<file path="src/hw/rtl/lfc_pkg.sv">
// ----------------------------------------------------------------------------
// LRU file cache directory package
// Shared field widths, operation codes and result status codes.
// ----------------------------------------------------------------------------
package lfc_pkg;

    // Field widths of one beat on each channel.
    localparam int MODE_W  = 3;
    localparam int KEY_W   = 32;
    localparam int SLOT_W  = 4;
    localparam int SIZE_W  = 32;
    localparam int USE_W   = 8;
    localparam int STAT_W  = 3;
    localparam int RANK_W  = 4;
    localparam int CFG_W   = 5;

    typedef logic [MODE_W-1:0] t_mode;
    typedef logic [STAT_W-1:0] t_status;

    // Operation codes carried in the mode field.
    localparam t_mode MODE_LOOKUP  = 3'd0;
    localparam t_mode MODE_ALLOC   = 3'd1;
    localparam t_mode MODE_FILL    = 3'd2;
    localparam t_mode MODE_ABANDON = 3'd3;
    localparam t_mode MODE_REFRESH = 3'd4;
    localparam t_mode MODE_USAGE   = 3'd5;
    localparam t_mode MODE_RANK    = 3'd6;

    // Result status codes.
    localparam t_status ST_MISS     = 3'd0;
    localparam t_status ST_PENDING  = 3'd1;
    localparam t_status ST_COMPLETE = 3'd2;
    localparam t_status ST_ALLOC    = 3'd3;
    localparam t_status ST_FULL     = 3'd4;
    localparam t_status ST_DONE     = 3'd5;
    localparam t_status ST_INVALID  = 3'd6;

    // Reset value of the active entries register.
    localparam logic [CFG_W-1:0] ACTIVE_RESET = 5'd16;

endpackage

</file>
<file path="src/hw/rtl/lfc_if.sv">
// ----------------------------------------------------------------------------
// LRU file cache directory channels
// Valid/ready channels for request beats and result beats.
// ----------------------------------------------------------------------------
interface lfc_in_if;
    logic                             valid;
    logic                             ready;
    logic [lfc_pkg::MODE_W-1:0]       mode;
    logic [lfc_pkg::KEY_W-1:0]        key;
    logic [lfc_pkg::SLOT_W-1:0]       slot_in;
    logic [lfc_pkg::SIZE_W-1:0]       fill_size;
    logic [lfc_pkg::USE_W-1:0]        use_count;

    modport source (output valid, mode, key, slot_in, fill_size, use_count, input ready);
    modport sink   (input valid, mode, key, slot_in, fill_size, use_count, output ready);
endinterface

interface lfc_out_if;
    logic                             valid;
    logic                             ready;
    logic [lfc_pkg::STAT_W-1:0]       status;
    logic [lfc_pkg::SLOT_W-1:0]       slot_out;
    logic [lfc_pkg::SIZE_W-1:0]       entry_size;
    logic [lfc_pkg::RANK_W-1:0]       recency_rank;

    modport source (output valid, status, slot_out, entry_size, recency_rank, input ready);
    modport sink   (input valid, status, slot_out, entry_size, recency_rank, output ready);
endinterface

</file>
<file path="src/hw/rtl/lru_file_cache_directory_core.sv">
// ----------------------------------------------------------------------------
// LRU file cache directory core
// Slot records in one RAM, read, modified and written back by a sequencer.
// ----------------------------------------------------------------------------
// Lookup and allocate: a search sweep, then a rank sweep, each over every slot;
// a miss or full skips the second.
// Modes 2 to 6: one read-modify-write of the slot (abandon and rank only read it);
// abandon of a slot that is not yet filled adds a rank sweep. One item is in work
// at a time; the next beat can be accepted the cycle after the result is loaded.
// Synchronous reset clears the valid bits, the used-slot count and the sequencer.
module lru_file_cache_directory_core #(
    parameter int SLOTS    = 16,
    parameter int KEY_BITS = 32
) (
    input  logic                      i_clk,
    input  logic                      i_rst_n,
    input  logic                      i_cfg_we,
    input  logic [lfc_pkg::CFG_W-1:0] i_cfg_wdata,
    lfc_in_if.sink                    i_in,
    lfc_out_if.source                 o_out
);

    localparam int SW = $clog2(SLOTS);
    localparam int CW = $clog2(SLOTS + 1);

    typedef struct packed {
        logic [KEY_BITS-1:0]         key;
        logic                        ready;
        logic [lfc_pkg::SIZE_W-1:0]  size;
        logic [lfc_pkg::USE_W-1:0]   usage;
        logic [SW-1:0]               rank;
    } t_entry;

    localparam int EW = $bits(t_entry);

    // Sequencer states.
    localparam logic [2:0] S_IDLE = 3'd0;
    localparam logic [2:0] S_SCAN = 3'd1;
    localparam logic [2:0] S_DEC  = 3'd2;
    localparam logic [2:0] S_UPD  = 3'd3;
    localparam logic [2:0] S_RD   = 3'd4;
    localparam logic [2:0] S_RMW  = 3'd5;
    localparam logic [2:0] S_FIN  = 3'd6;

    // Rank update kinds for the rank sweep.
    localparam logic [1:0] OP_MRU  = 2'd0;
    localparam logic [1:0] OP_TAKE = 2'd1;
    localparam logic [1:0] OP_DROP = 2'd2;

    logic [2:0]                  r_state, n_state;
    lfc_pkg::t_mode              r_mode, n_mode;
    logic [KEY_BITS-1:0]         r_key, n_key;
    logic [SW-1:0]               r_slot, n_slot;
    logic [lfc_pkg::SIZE_W-1:0]  r_fill, n_fill;
    logic [lfc_pkg::USE_W-1:0]   r_use, n_use;
    logic [SW:0]                 r_cnt, n_cnt;
    logic                        r_dv, n_dv;
    logic [SW-1:0]               r_didx, n_didx;
    logic                        r_hit, n_hit;
    logic [SW-1:0]               r_hidx, n_hidx;
    logic [SW-1:0]               r_hrank, n_hrank;
    logic                        r_hready, n_hready;
    logic [lfc_pkg::SIZE_W-1:0]  r_hsize, n_hsize;
    logic                        r_fpick, n_fpick;
    logic [SW-1:0]               r_fidx, n_fidx;
    logic                        r_epick, n_epick;
    logic [SW-1:0]               r_eidx, n_eidx;
    logic [SW-1:0]               r_ebest, n_ebest;
    logic [1:0]                  r_op, n_op;
    logic [SW-1:0]               r_tgt, n_tgt;
    logic [SW-1:0]               r_trank, n_trank;
    logic                        r_newrec, n_newrec;
    logic [SLOTS-1:0]            r_valid, n_valid;
    logic [CW-1:0]               r_used, n_used;
    logic [lfc_pkg::CFG_W-1:0]   r_active, n_active;
    lfc_pkg::t_status            r_rst, n_rst;
    logic [SW-1:0]               r_rslot, n_rslot;
    logic [lfc_pkg::SIZE_W-1:0]  r_rsize, n_rsize;
    logic [SW-1:0]               r_rrank, n_rrank;
    logic                        r_ovalid, n_ovalid;
    lfc_pkg::t_status            r_ost, n_ost;
    logic [lfc_pkg::SLOT_W-1:0]  r_oslot, n_oslot;
    logic [lfc_pkg::SIZE_W-1:0]  r_osize, n_osize;
    logic [lfc_pkg::RANK_W-1:0]  r_orank, n_orank;

    logic                        w_acc;
    logic                        w_slot_ok;
    logic                        w_room;
    logic [31:0]                 w_limit;
    logic                        w_issue;
    logic                        w_last;
    logic                        w_we;
    logic [SW-1:0]               w_waddr;
    logic [SW-1:0]               w_raddr;
    t_entry                      w_wdata;
    t_entry                      w_rd;
    logic [EW-1:0]               w_rdata;

    // Slot record store.
    lfc_ram #(
        .WIDTH (EW),
        .DEPTH (SLOTS)
    ) u_ram (
        .i_clk   (i_clk),
        .i_we    (w_we),
        .i_waddr (w_waddr),
        .i_wdata (w_wdata),
        .i_raddr (w_raddr),
        .o_rdata (w_rdata)
    );

    assign w_rd      = t_entry'(w_rdata);
    assign w_acc     = i_in.valid && i_in.ready;
    assign w_slot_ok = 32'(i_in.slot_in) < SLOTS;
    assign w_limit   = (32'(r_active) < SLOTS) ? 32'(r_active) : SLOTS;
    assign w_room    = 32'(r_used) < w_limit;
    assign w_issue   = r_cnt < (SW + 1)'(SLOTS);
    assign w_last    = r_dv && (r_didx == SW'(SLOTS - 1));

    assign i_in.ready         = (r_state == S_IDLE);
    assign o_out.valid        = r_ovalid;
    assign o_out.status       = r_ost;
    assign o_out.slot_out     = r_oslot;
    assign o_out.entry_size   = r_osize;
    assign o_out.recency_rank = r_orank;

    // Sequencer: search sweep, rank sweep and single-slot updates.
    always_comb begin
        n_state  = r_state;
        n_mode   = r_mode;
        n_key    = r_key;
        n_slot   = r_slot;
        n_fill   = r_fill;
        n_use    = r_use;
        n_cnt    = r_cnt;
        n_dv     = 1'b0;
        n_didx   = r_cnt[SW-1:0];
        n_hit    = r_hit;
        n_hidx   = r_hidx;
        n_hrank  = r_hrank;
        n_hready = r_hready;
        n_hsize  = r_hsize;
        n_fpick  = r_fpick;
        n_fidx   = r_fidx;
        n_epick  = r_epick;
        n_eidx   = r_eidx;
        n_ebest  = r_ebest;
        n_op     = r_op;
        n_tgt    = r_tgt;
        n_trank  = r_trank;
        n_newrec = r_newrec;
        n_valid  = r_valid;
        n_used   = r_used;
        n_active = i_cfg_we ? i_cfg_wdata : r_active;
        n_rst    = r_rst;
        n_rslot  = r_rslot;
        n_rsize  = r_rsize;
        n_rrank  = r_rrank;
        n_ovalid = r_ovalid && !o_out.ready;
        n_ost    = r_ost;
        n_oslot  = r_oslot;
        n_osize  = r_osize;
        n_orank  = r_orank;
        w_we     = 1'b0;
        w_waddr  = r_didx;
        w_wdata  = w_rd;
        w_raddr  = r_cnt[SW-1:0];

        case (r_state)
            S_IDLE: begin
                if (w_acc) begin
                    n_mode  = i_in.mode;
                    n_key   = KEY_BITS'(i_in.key);
                    n_slot  = SW'(i_in.slot_in);
                    n_fill  = i_in.fill_size;
                    n_use   = i_in.use_count;
                    n_cnt   = '0;
                    n_hit   = 1'b0;
                    n_fpick = 1'b0;
                    n_epick = 1'b0;
                    n_ebest = '0;
                    n_rst   = lfc_pkg::ST_INVALID;
                    n_rslot = '0;
                    n_rsize = '0;
                    n_rrank = '0;
                    if (i_in.mode == lfc_pkg::MODE_LOOKUP ||
                        i_in.mode == lfc_pkg::MODE_ALLOC) begin
                        n_state = S_SCAN;
                    end else if (i_in.mode > lfc_pkg::MODE_RANK || !w_slot_ok ||
                                 !r_valid[SW'(i_in.slot_in)]) begin
                        n_state = S_FIN;
                    end else begin
                        n_state = S_RD;
                    end
                end
            end

            // One slot a cycle: key match, first free slot, best victim.
            S_SCAN: begin
                if (w_issue) begin
                    n_cnt = r_cnt + 1'b1;
                end
                n_dv = w_issue;
                if (r_dv && r_valid[r_didx]) begin
                    if (!r_hit && w_rd.key == r_key) begin
                        n_hit    = 1'b1;
                        n_hidx   = r_didx;
                        n_hrank  = w_rd.rank;
                        n_hready = w_rd.ready;
                        n_hsize  = w_rd.size;
                    end
                    if (w_rd.ready && w_rd.usage == '0 &&
                        (!r_epick || w_rd.rank > r_ebest)) begin
                        n_epick = 1'b1;
                        n_eidx  = r_didx;
                        n_ebest = w_rd.rank;
                    end
                end
                if (r_dv && !r_valid[r_didx] && !r_fpick) begin
                    n_fpick = 1'b1;
                    n_fidx  = r_didx;
                end
                if (w_last) begin
                    n_state = S_DEC;
                end
            end

            // Choose hit, free slot, eviction, miss or full.
            S_DEC: begin
                n_cnt    = '0;
                n_newrec = 1'b0;
                n_state  = S_UPD;
                if (r_hit) begin
                    n_op    = OP_MRU;
                    n_tgt   = r_hidx;
                    n_trank = r_hrank;
                    n_rst   = r_hready ? lfc_pkg::ST_COMPLETE : lfc_pkg::ST_PENDING;
                    n_rslot = r_hidx;
                    n_rsize = r_hready ? r_hsize : '0;
                end else if (r_mode == lfc_pkg::MODE_LOOKUP) begin
                    n_rst   = lfc_pkg::ST_MISS;
                    n_state = S_FIN;
                end else if (w_room && r_fpick) begin
                    n_op     = OP_TAKE;
                    n_tgt    = r_fidx;
                    n_newrec = 1'b1;
                    n_rst    = lfc_pkg::ST_ALLOC;
                    n_rslot  = r_fidx;
                end else if (!w_room && r_epick) begin
                    n_op     = OP_MRU;
                    n_tgt    = r_eidx;
                    n_trank  = r_ebest;
                    n_newrec = 1'b1;
                    n_rst    = lfc_pkg::ST_ALLOC;
                    n_rslot  = r_eidx;
                end else begin
                    n_rst   = lfc_pkg::ST_FULL;
                    n_state = S_FIN;
                end
            end

            // Rewrite ranks one slot a cycle; each slot is written in the cycle after its read.
            S_UPD: begin
                if (w_issue) begin
                    n_cnt = r_cnt + 1'b1;
                end
                n_dv = w_issue;
                if (r_dv) begin
                    if (r_didx == r_tgt) begin
                        w_we = (r_op != OP_DROP);
                        if (r_newrec) begin
                            w_wdata.key   = r_key;
                            w_wdata.ready = 1'b0;
                            w_wdata.size  = '0;
                            w_wdata.usage = '0;
                        end
                        w_wdata.rank = '0;
                    end else if (r_valid[r_didx]) begin
                        w_we = 1'b1;
                        case (r_op)
                            OP_MRU: begin
                                if (w_rd.rank < r_trank) begin
                                    w_wdata.rank = w_rd.rank + 1'b1;
                                end
                            end
                            OP_TAKE: begin
                                w_wdata.rank = w_rd.rank + 1'b1;
                            end
                            OP_DROP: begin
                                if (w_rd.rank > r_trank) begin
                                    w_wdata.rank = w_rd.rank - 1'b1;
                                end
                            end
                            default: begin
                                w_we = 1'b0;
                            end
                        endcase
                    end
                end
                if (w_last) begin
                    n_state = S_FIN;
                    if (r_op == OP_TAKE) begin
                        n_valid[r_tgt] = 1'b1;
                        n_used         = r_used + 1'b1;
                    end else if (r_op == OP_DROP) begin
                        n_valid[r_tgt] = 1'b0;
                        n_used         = r_used - 1'b1;
                    end
                end
            end

            S_RD: begin
                w_raddr = r_slot;
                n_state = S_RMW;
            end

            // Single-slot read-modify-write for modes 2 to 6; abandon and rank do not write here.
            S_RMW: begin
                w_waddr = r_slot;
                n_rst   = lfc_pkg::ST_DONE;
                n_rslot = r_slot;
                n_rrank = w_rd.rank;
                n_state = S_FIN;
                case (r_mode)
                    lfc_pkg::MODE_FILL: begin
                        w_we          = 1'b1;
                        w_wdata.ready = 1'b1;
                        w_wdata.size  = r_fill;
                    end
                    lfc_pkg::MODE_ABANDON: begin
                        n_rrank = '0;
                        if (w_rd.ready) begin
                            n_rst   = lfc_pkg::ST_INVALID;
                            n_rslot = '0;
                        end else begin
                            n_op     = OP_DROP;
                            n_tgt    = r_slot;
                            n_trank  = w_rd.rank;
                            n_newrec = 1'b0;
                            n_cnt    = '0;
                            n_state  = S_UPD;
                        end
                    end
                    lfc_pkg::MODE_REFRESH: begin
                        w_we          = 1'b1;
                        w_wdata.ready = 1'b0;
                        w_wdata.size  = '0;
                        w_wdata.usage = '0;
                    end
                    lfc_pkg::MODE_USAGE: begin
                        w_we          = 1'b1;
                        w_wdata.usage = r_use;
                    end
                    default: begin
                    end
                endcase
            end

            // Hand the result to the output register once it is free.
            S_FIN: begin
                if (!r_ovalid || o_out.ready) begin
                    n_ovalid = 1'b1;
                    n_ost    = r_rst;
                    n_oslot  = lfc_pkg::SLOT_W'(r_rslot);
                    n_osize  = r_rsize;
                    n_orank  = lfc_pkg::RANK_W'(r_rrank);
                    n_state  = S_IDLE;
                end
            end

            default: begin
                n_state = S_IDLE;
            end
        endcase
    end

    // Control registers with reset.
    always_ff @(posedge i_clk) begin
        if (!i_rst_n) begin
            r_state  <= S_IDLE;
            r_valid  <= '0;
            r_used   <= '0;
            r_active <= lfc_pkg::ACTIVE_RESET;
            r_ovalid <= 1'b0;
            r_dv     <= 1'b0;
        end else begin
            r_state  <= n_state;
            r_valid  <= n_valid;
            r_used   <= n_used;
            r_active <= n_active;
            r_ovalid <= n_ovalid;
            r_dv     <= n_dv;
        end
    end

    // Working and payload registers.
    always_ff @(posedge i_clk) begin
        r_mode   <= n_mode;
        r_key    <= n_key;
        r_slot   <= n_slot;
        r_fill   <= n_fill;
        r_use    <= n_use;
        r_cnt    <= n_cnt;
        r_didx   <= n_didx;
        r_hit    <= n_hit;
        r_hidx   <= n_hidx;
        r_hrank  <= n_hrank;
        r_hready <= n_hready;
        r_hsize  <= n_hsize;
        r_fpick  <= n_fpick;
        r_fidx   <= n_fidx;
        r_epick  <= n_epick;
        r_eidx   <= n_eidx;
        r_ebest  <= n_ebest;
        r_op     <= n_op;
        r_tgt    <= n_tgt;
        r_trank  <= n_trank;
        r_newrec <= n_newrec;
        r_rst    <= n_rst;
        r_rslot  <= n_rslot;
        r_rsize  <= n_rsize;
        r_rrank  <= n_rrank;
        r_ost    <= n_ost;
        r_oslot  <= n_oslot;
        r_osize  <= n_osize;
        r_orank  <= n_orank;
    end

endmodule

</file>
<file path="src/hw/rtl/lfc_ram.sv">
// ----------------------------------------------------------------------------
// Generic RAM
// One write port and one read port with registered read data.
// ----------------------------------------------------------------------------
module lfc_ram #(
    parameter int WIDTH = 8,
    parameter int DEPTH = 16
) (
    input  logic                     i_clk,
    input  logic                     i_we,
    input  logic [$clog2(DEPTH)-1:0] i_waddr,
    input  logic [WIDTH-1:0]         i_wdata,
    input  logic [$clog2(DEPTH)-1:0] i_raddr,
    output logic [WIDTH-1:0]         o_rdata
);

    logic [WIDTH-1:0] r_mem [DEPTH];
    logic [WIDTH-1:0] r_rdata;

    // Write port and registered read port.
    always_ff @(posedge i_clk) begin
        if (i_we) begin
            r_mem[i_waddr] <= i_wdata;
        end
        r_rdata <= r_mem[i_raddr];
    end

    assign o_rdata = r_rdata;

endmodule

</file>
<file path="src/flat_wrapper.sv">
// flat-port wrapper written by rule: the top's interface ports become plain ports
module lru_file_cache_directory_core_flat 
#(
    parameter int SLOTS    = 16,
    parameter int KEY_BITS = 32
)
  (i_clk, i_rst_n, i_cfg_we, i_cfg_wdata, i_in_valid, i_in_mode, i_in_key, i_in_slot_in, i_in_fill_size, i_in_use_count, i_in_ready, o_out_valid, o_out_status, o_out_slot_out, o_out_entry_size, o_out_recency_rank, o_out_ready);
  lfc_in_if i_in_i ();
  lfc_out_if o_out_i ();
  input  logic i_clk;
  input  logic i_rst_n;
  input  logic i_cfg_we;
  input  logic [lfc_pkg::CFG_W-1:0] i_cfg_wdata;
  input wire logic [$bits(i_in_i.valid)-1:0] i_in_valid;
  input wire logic [$bits(i_in_i.mode)-1:0] i_in_mode;
  input wire logic [$bits(i_in_i.key)-1:0] i_in_key;
  input wire logic [$bits(i_in_i.slot_in)-1:0] i_in_slot_in;
  input wire logic [$bits(i_in_i.fill_size)-1:0] i_in_fill_size;
  input wire logic [$bits(i_in_i.use_count)-1:0] i_in_use_count;
  output wire logic [$bits(i_in_i.ready)-1:0] i_in_ready;
  output wire logic [$bits(o_out_i.valid)-1:0] o_out_valid;
  output wire logic [$bits(o_out_i.status)-1:0] o_out_status;
  output wire logic [$bits(o_out_i.slot_out)-1:0] o_out_slot_out;
  output wire logic [$bits(o_out_i.entry_size)-1:0] o_out_entry_size;
  output wire logic [$bits(o_out_i.recency_rank)-1:0] o_out_recency_rank;
  input wire logic [$bits(o_out_i.ready)-1:0] o_out_ready;
  assign i_in_i.valid = i_in_valid;
  assign i_in_i.mode = i_in_mode;
  assign i_in_i.key = i_in_key;
  assign i_in_i.slot_in = i_in_slot_in;
  assign i_in_i.fill_size = i_in_fill_size;
  assign i_in_i.use_count = i_in_use_count;
  assign i_in_ready = i_in_i.ready;
  assign o_out_valid = o_out_i.valid;
  assign o_out_status = o_out_i.status;
  assign o_out_slot_out = o_out_i.slot_out;
  assign o_out_entry_size = o_out_i.entry_size;
  assign o_out_recency_rank = o_out_i.recency_rank;
  assign o_out_i.ready = o_out_ready;
  lru_file_cache_directory_core #(.SLOTS(SLOTS), .KEY_BITS(KEY_BITS)) u_core (.i_clk(i_clk), .i_rst_n(i_rst_n), .i_cfg_we(i_cfg_we), .i_cfg_wdata(i_cfg_wdata), .i_in(i_in_i), .o_out(o_out_i));
endmodule
</file>
<file path="config.mk">
export PLATFORM = sky130hd
export DESIGN_NAME = lru_file_cache_directory_core_flat
export DESIGN_NICKNAME = d
export VERILOG_FILES = /design/src/hw/rtl/lfc_pkg.sv /design/src/hw/rtl/lfc_if.sv /design/src/hw/rtl/lru_file_cache_directory_core.sv /design/src/hw/rtl/lfc_ram.sv /design/src/flat_wrapper.sv
export SDC_FILE = /design/constraint.sdc
export NUM_CORES = 2
export LEC_CHECK = 0
export BUFFER_PORTS_ARGS = -buffer_cell sky130_fd_sc_hd__buf_2
export CELL_PAD_IN_SITES_DETAIL_PLACEMENT = 2
export CELL_PAD_IN_SITES_GLOBAL_PLACEMENT = 2
export CORE_ASPECT_RATIO = 1.25
export CORE_UTILIZATION = 53
export CTS_CLUSTER_SIZE = 16
export DETAILED_ROUTE_END_ITERATION = 12
export MAX_ROUTING_LAYER = met4
export PLACE_DENSITY_LB_ADDON = 0.1
export SETUP_SLACK_MARGIN = 0.4
export SYNTH_ARGS = -nofsm -noshare
export SYNTH_HDL_FRONTEND = slang
export SYNTH_HIERARCHICAL = 1
export SYNTH_SLANG_ARGS = --single-unit
</file>
<file path="constraint.sdc">
create_clock -name i_clk -period 14.6 [get_ports i_clk]
set_input_delay 2.92 -clock i_clk [delete_from_list [all_inputs] [get_ports i_clk]]
set_output_delay 2.92 -clock i_clk [all_outputs]
set_load 0.02 [all_outputs]
</file>
==> summary.md, run 1 <==
| Metric | Value |
|---|---|
| Cell Rows | 137 |
| Chip height | 377 um |
| Count of flip-flops with a built-in enable after synthesis | 1469 |
| Mapped Avg Cell Area | 21.0 um2 |
| Synth async-reset ratio | 0 |
| Top-level port count | 134 |
| Clock root cell | clkbuf_16 |
| Synth cell types | 61 |
| Primary FF master, synth | edfxtp_1 |
| Initial antenna violation count | 8 |
| Quantity of gates resized following cts | 0 |
| Starting density of the core | 0.534 |
| Buffers inserted by post-CTS timing repair | 0 |
| Die boundary width | 302 um |
| Bufs on Longest Clock Path | 3 |
| Number of sinks driven by the clock tree | 1581 |
| Half-perimeter wire length of the detailed placement result | 111000 um |
| Tool error message | [ERROR DPL-0033] detailed placement checks failed during check placement. |
| Pin count of the biggest net entering global routing | 99 |
| Part of the Yosys area used for sequential elements | 0.779 |
| H-Tree Level Count | 4 |
| Total of buffers placed on input and output ports | 133 |
| Terminating stage of the flow | global routing |
| Run status | stopped before the end |
| Number of buffers inserted for hold repair after clock tree synthesis | 0 |
| Area of the mapped netlist | 59500 um2 |
| Placer's final routability congestion estimate | 0.815 |
| Number of CTS-inserted buffers | 154 |
| Number of standard cells after synthesis | 2833 |
| Number of warning messages in the yosys log | 6 |
| Number of storage elements in the synthesis netlist | 1581 |
| Number of nets in the synthesized netlist | 2945 |
## per-stage QoR
step,area (um2),utilization,hold WS (ps),instances,setup WS [ps]
after floorplan,59500,-,393,2833,6770
after CTS,67000,0.602,417,4627,8090
after detailed placement,61900,0.556,405,4339,8440
after global placement,61900,0.556,402,4339,9400
## cells in the mapped netlist, types with 3 or more instances
library cell | count | area, um2
edfxtp_1 | 1469 | 44100
mux4_2 | 316 | 7120
a22oi_1 | 154 | 1160
nand2_1 | 134 | 503
dfxtp_1 | 112 | 2240
clkbuf_1 | 91 | 342
nor2_1 | 46 | 173
a22o_1 | 42 | 368
and3_1 | 38 | 238
mux2_2 | 37 | 417
xor2_1 | 35 | 307
mux2i_1 | 30 | 300
o21ai_0 | 30 | 150
nor2b_1 | 29 | 181
buf_2 | 28 | 140
a21oi_1 | 24 | 120
inv_1 | 23 | 86.3
ha_1 | 22 | 275
nor3_1 | 21 | 105
buf_6 | 16 | 180
nand3_1 | 14 | 70.1
xnor2_1 | 12 | 105
buf_1 | 11 | 41.3
nor4_1 | 10 | 62.6
and2_1 | 8 | 50.1
nand2b_1 | 5 | 31.3
nand4_1 | 5 | 31.3
nor3b_1 | 5 | 37.5
o211ai_1 | 5 | 37.5
o21a_1 | 5 | 37.5
a21o_1 | 4 | 30.0
a31oi_1 | 4 | 25.0
nand3b_1 | 4 | 30.0
or2_2 | 4 | 25.0
o22ai_1 | 3 | 18.8
o31ai_1 | 3 | 22.5
or3_1 | 3 | 18.8
## cell families after synthesis
logic type               count (synthesis)  synth area share
buffers and inverters                  169            0.0133
AND/OR/NAND/NOR                        335            0.0278
AO/OA/AOI/OAI                          295            0.0361
flip-flops                            1581             0.779
adder cells (fa/ha/maj)                 23           0.00496
multiplexers                           383             0.132
XOR/XNOR                                47           0.00692
==> run 2, diff against run 1 <==
CELL_PAD_IN_SITES_DETAIL_PLACEMENT = not set   (was 2)
CELL_PAD_IN_SITES_GLOBAL_PLACEMENT = not set   (was 2)
CORE_ASPECT_RATIO = not set   (was 1.25)
CORE_UTILIZATION = 40   (was 53)
CTS_CLUSTER_SIZE = not set   (was 16)
MAX_ROUTING_LAYER = not set   (was met4)
PLACE_DENSITY_LB_ADDON = 0.15   (was 0.1)
SETUP_SLACK_MARGIN = not set   (was 0.4)
==> summary.md, run 2 <==
| Metric | Value |
|---|---|
| Clock transition at path regs | 60 ps |
| Final setup viols | 0 |
| Highest-count cells in the layout ignoring fill and taps | edfxtp_1 (1469), mux4_2 (316), clkbuf_16 (167) |
| DRT Pass-1 Iters | 6 |
| Area of the mapped netlist | 59500 um2 |
| Worst reg-to-reg setup slack | 8640 ps |
| Std-Cell Core Area | 148000 um2 |
| Starting density of the core | 0.403 |
| Sort of element at the start of the critical path | flip-flop |
| Total global routing overflow | 0 |
| DRC violations left | 0 |
| Placer's final routability congestion estimate | 0.868 |
| Area growth, synth to finish | 14.6% |
| H-Tree Level Count | 4 |
| Largest area contributor in the netlist | edfxtp_1 |
| Part of the Yosys area used for sequential elements | 0.779 |
| Data arrival time of the critical path | 6370 ps |
| Quantity of gates resized following cts | 0 |
| Fin nets | 3149 |
| Synth async-reset ratio | 0 |
| RSZ-0062 raised after global routing | false |
| Highest ir drop seen on vdd | 0.206 mV |
| F_max | 168 MHz |
| Number of flip-flops under the largest register name | 1232 |
| Final cell count without fillers | 5107 |
| Total Routing Usage GR | 0.184 |
| Vias after detailed routing | 28.4k |
| Share of final-layout standard cells stronger than drive strength 1 | 0.259 |
| Number of standard cells after synthesis | 2833 |
| Top cells by area in the synthesized netlist | edfxtp_1 (74%), mux4_2 (12%), dfxtp_1 (3.8%) |
| Layout filler cell count | 12.2k |
| Most common cell after layout, fill and taps aside | edfxtp_1 |
| Worst setup path startpoint | u_core/r_state[1]$_SDFFE_PN0P_ |
| Critical setup path kind | reg2reg |
| Number of nets in the synthesized netlist | 2945 |
| Bufs on Longest Clock Path | 3 |
| Vias in the first global route | 29.9k |
| # Max-Cap Violations | 0 |
| End point of the critical path | u_core/u_ram/r_mem[13][70]$_DFFE_PP_ |
| Total of buffers placed on input and output ports | 133 |
| Wire length of the first global-routing pass | 201000 um |
| Clock tree from TritonCTS | yes |
| Full die area | 150000 um2 |
| Most common cell in the synthesized netlist | edfxtp_1 |
| Chip height | 388 um |
| Pin count of the biggest net entering global routing | 105 |
| Number of CTS-inserted buffers | 165 |
| Cell total after placement | 4800 |
| Cell Rows | 141 |
| Hold violation total from the final report | 0 |
| Worst Skew | 51.6 ps |
| Final min period | 5960 ps |
| Run status | finished clean |
| Number of sinks driven by the clock tree | 1581 |
| Path depth of the worst reg2reg path | 7 |
| Number of buffers inserted for hold repair after clock tree synthesis | 0 |
| Clock latency of the later-clocked register in the worst-skew pair | 810 ps |
| Slew of the pin with the lowest slew margin | 1340 ps |
| Count of flip-flops with a built-in enable after synthesis | 1469 |
| Buffers inserted by post-CTS timing repair | 0 |
| Residual antenna-violating net count after detailed routing | 0 |
| Mapped Avg Cell Area | 21.0 um2 |
| Worst min-delay path class | reg2reg |
| Initial antenna violation count | 9 |
| Most common library cells after synthesis | edfxtp_1 (1469), mux4_2 (316), a22oi_1 (154), nand2_1 (134), dfxtp_1 (112) |
| FF/Latch Area | 46400 um2 |
| Top-level port count | 134 |
| Worst rel slew slack | 0.0963 |
| DR WL/cell | 27.0 um |
| Worst r2r src | u_core/r_state[1]$_SDFFE_PN0P_ |
| Critical Path Fanout Max | 45 |
| Leakage power summed over all cells | 22.3 nW |
| Setup TNS | 0 ps |
| Area of placed instances | 62500 um2 |
| Ratio of final minimum period to clock period | 0.409 |
| Starting DRT DRC Count | 2675 |
| Die boundary width | 388 um |
| Cell area after layout | 68200 um2 |
| Top reg by flops | u_core/u_ram/r_mem |
| Area used by multi-input combinational logic | 12500 um2 |
| Half-perimeter wire length of the detailed placement result | 77400 um |
| Endpoint of the worst register-to-register path | u_core/u_ram/r_mem[13][70]$_DFFE_PP_ |
| CP endpoint kind | flip-flop |
| Primary FF master, synth | edfxtp_1 |
| Number of warning messages in the yosys log | 6 |
| Yosys top cell area share | 0.741 |
| Pwr Density | 209 nW/um2 |
| Clock root cell | clkbuf_16 |
| Mean number of vias per cell | 5.55 |
| Data required time of the worst path | 15010 ps |
| Synth cell types | 61 |
| Number of storage elements in the synthesis netlist | 1581 |
| Total routed wirelength | 138000 um |
| Count of final max-slew check failures | 0 |
[run 2: per-layer routing]
layer  global-route usage  part of all wire  vias to the layer above
li1                     -                 -                    12100
met1                0.261              0.45                    15200
met2                0.285              0.47                      861
met3               0.0438             0.066                      204
met4               0.0493             0.022                        0
met5                    0                 0                        -
[run 2: worst max-delay path: stages, from the launching register on]
cell,delay [ps]
dfxtp_1,690
inv_1,200
nand3_1,560
inv_1,500
o21ai_0,1150
nand2b_1,530
nor2_4,1010
buf_4,840
[run 2: kinds of logic (layout without fill, tap and decap cells)]
kind of cell / after synthesis / count (layout) / synth area share
flops: 1581 / 1581 / 0.779
compound gates: 295 / 295 / 0.0361
simple gates: 335 / 335 / 0.0278
xor+xnor: 47 / 47 / 0.00692
fa+ha+maj: 23 / 23 / 0.00496
other cells: 0 / 1 / 0
mux: 383 / 383 / 0.132
buf+inv: 169 / 512 / 0.0133
[run 2: power by group]
group | leakage [nW] | switching, mW | internal (mW)
Combinational | 5.20 | 2.31 | 1.43
Sequential | 14.3 | 0.279 | 5.88
Clock | 2.77 | 1.77 | 2.57
[run 2: through the flow]
stage               utilization  hold slack [ps]  power [mW]  setup WS [ps]
floorplan                     -              393        8.76           6770
CTS                       0.462              396        14.4           8640
detailed placement        0.423              405        10.0           8660
finish                    0.462              399        14.2           8640
global route              0.462              407        14.8           8300
global placement          0.423              406        9.92           8870
[run 2: worst min-delay path by stage]
stage	depth (start not counted)	to	startpoint	slack, ps
final	0	u_core/o_out.slot_out[1]$_DFFE_PP_	u_core/r_rslot[1]$_DFFE_PP_	400
after global routing	0	u_core/o_out.slot_out[1]$_DFFE_PP_	u_core/r_rslot[1]$_DFFE_PP_	410
after CTS	0	u_core/o_out.slot_out[1]$_DFFE_PP_	u_core/r_rslot[1]$_DFFE_PP_	400
after detailed placement	0	u_core/o_out.slot_out[1]$_DFFE_PP_	u_core/r_rslot[1]$_DFFE_PP_	400
after global placement	0	u_core/o_out.entry_size[16]$_DFFE_PP_	u_core/r_rsize[16]$_SDFFCE_PN0P_	410
after floorplan	0	u_core/r_didx[1]$_DFF_P_	u_core/r_cnt[1]$_SDFFCE_PP0P_	390
[run 2: area by class of cell]
class / instances / share of cell area
Sequential cell: 1581 / 0.680
Clock inverter: 101 / 0.0194
Multi-Input combinational cell: 1083 / 0.184
Tap cell: 1930 / 0.0354
Clock buffer: 205 / 0.0646
Inverter: 23 / 0.00130
Antenna cell: 1 / 0.0000367
Timing Repair Buffer: 183 / 0.0156
No activity file was read; power rests on OpenSTA's default activity.
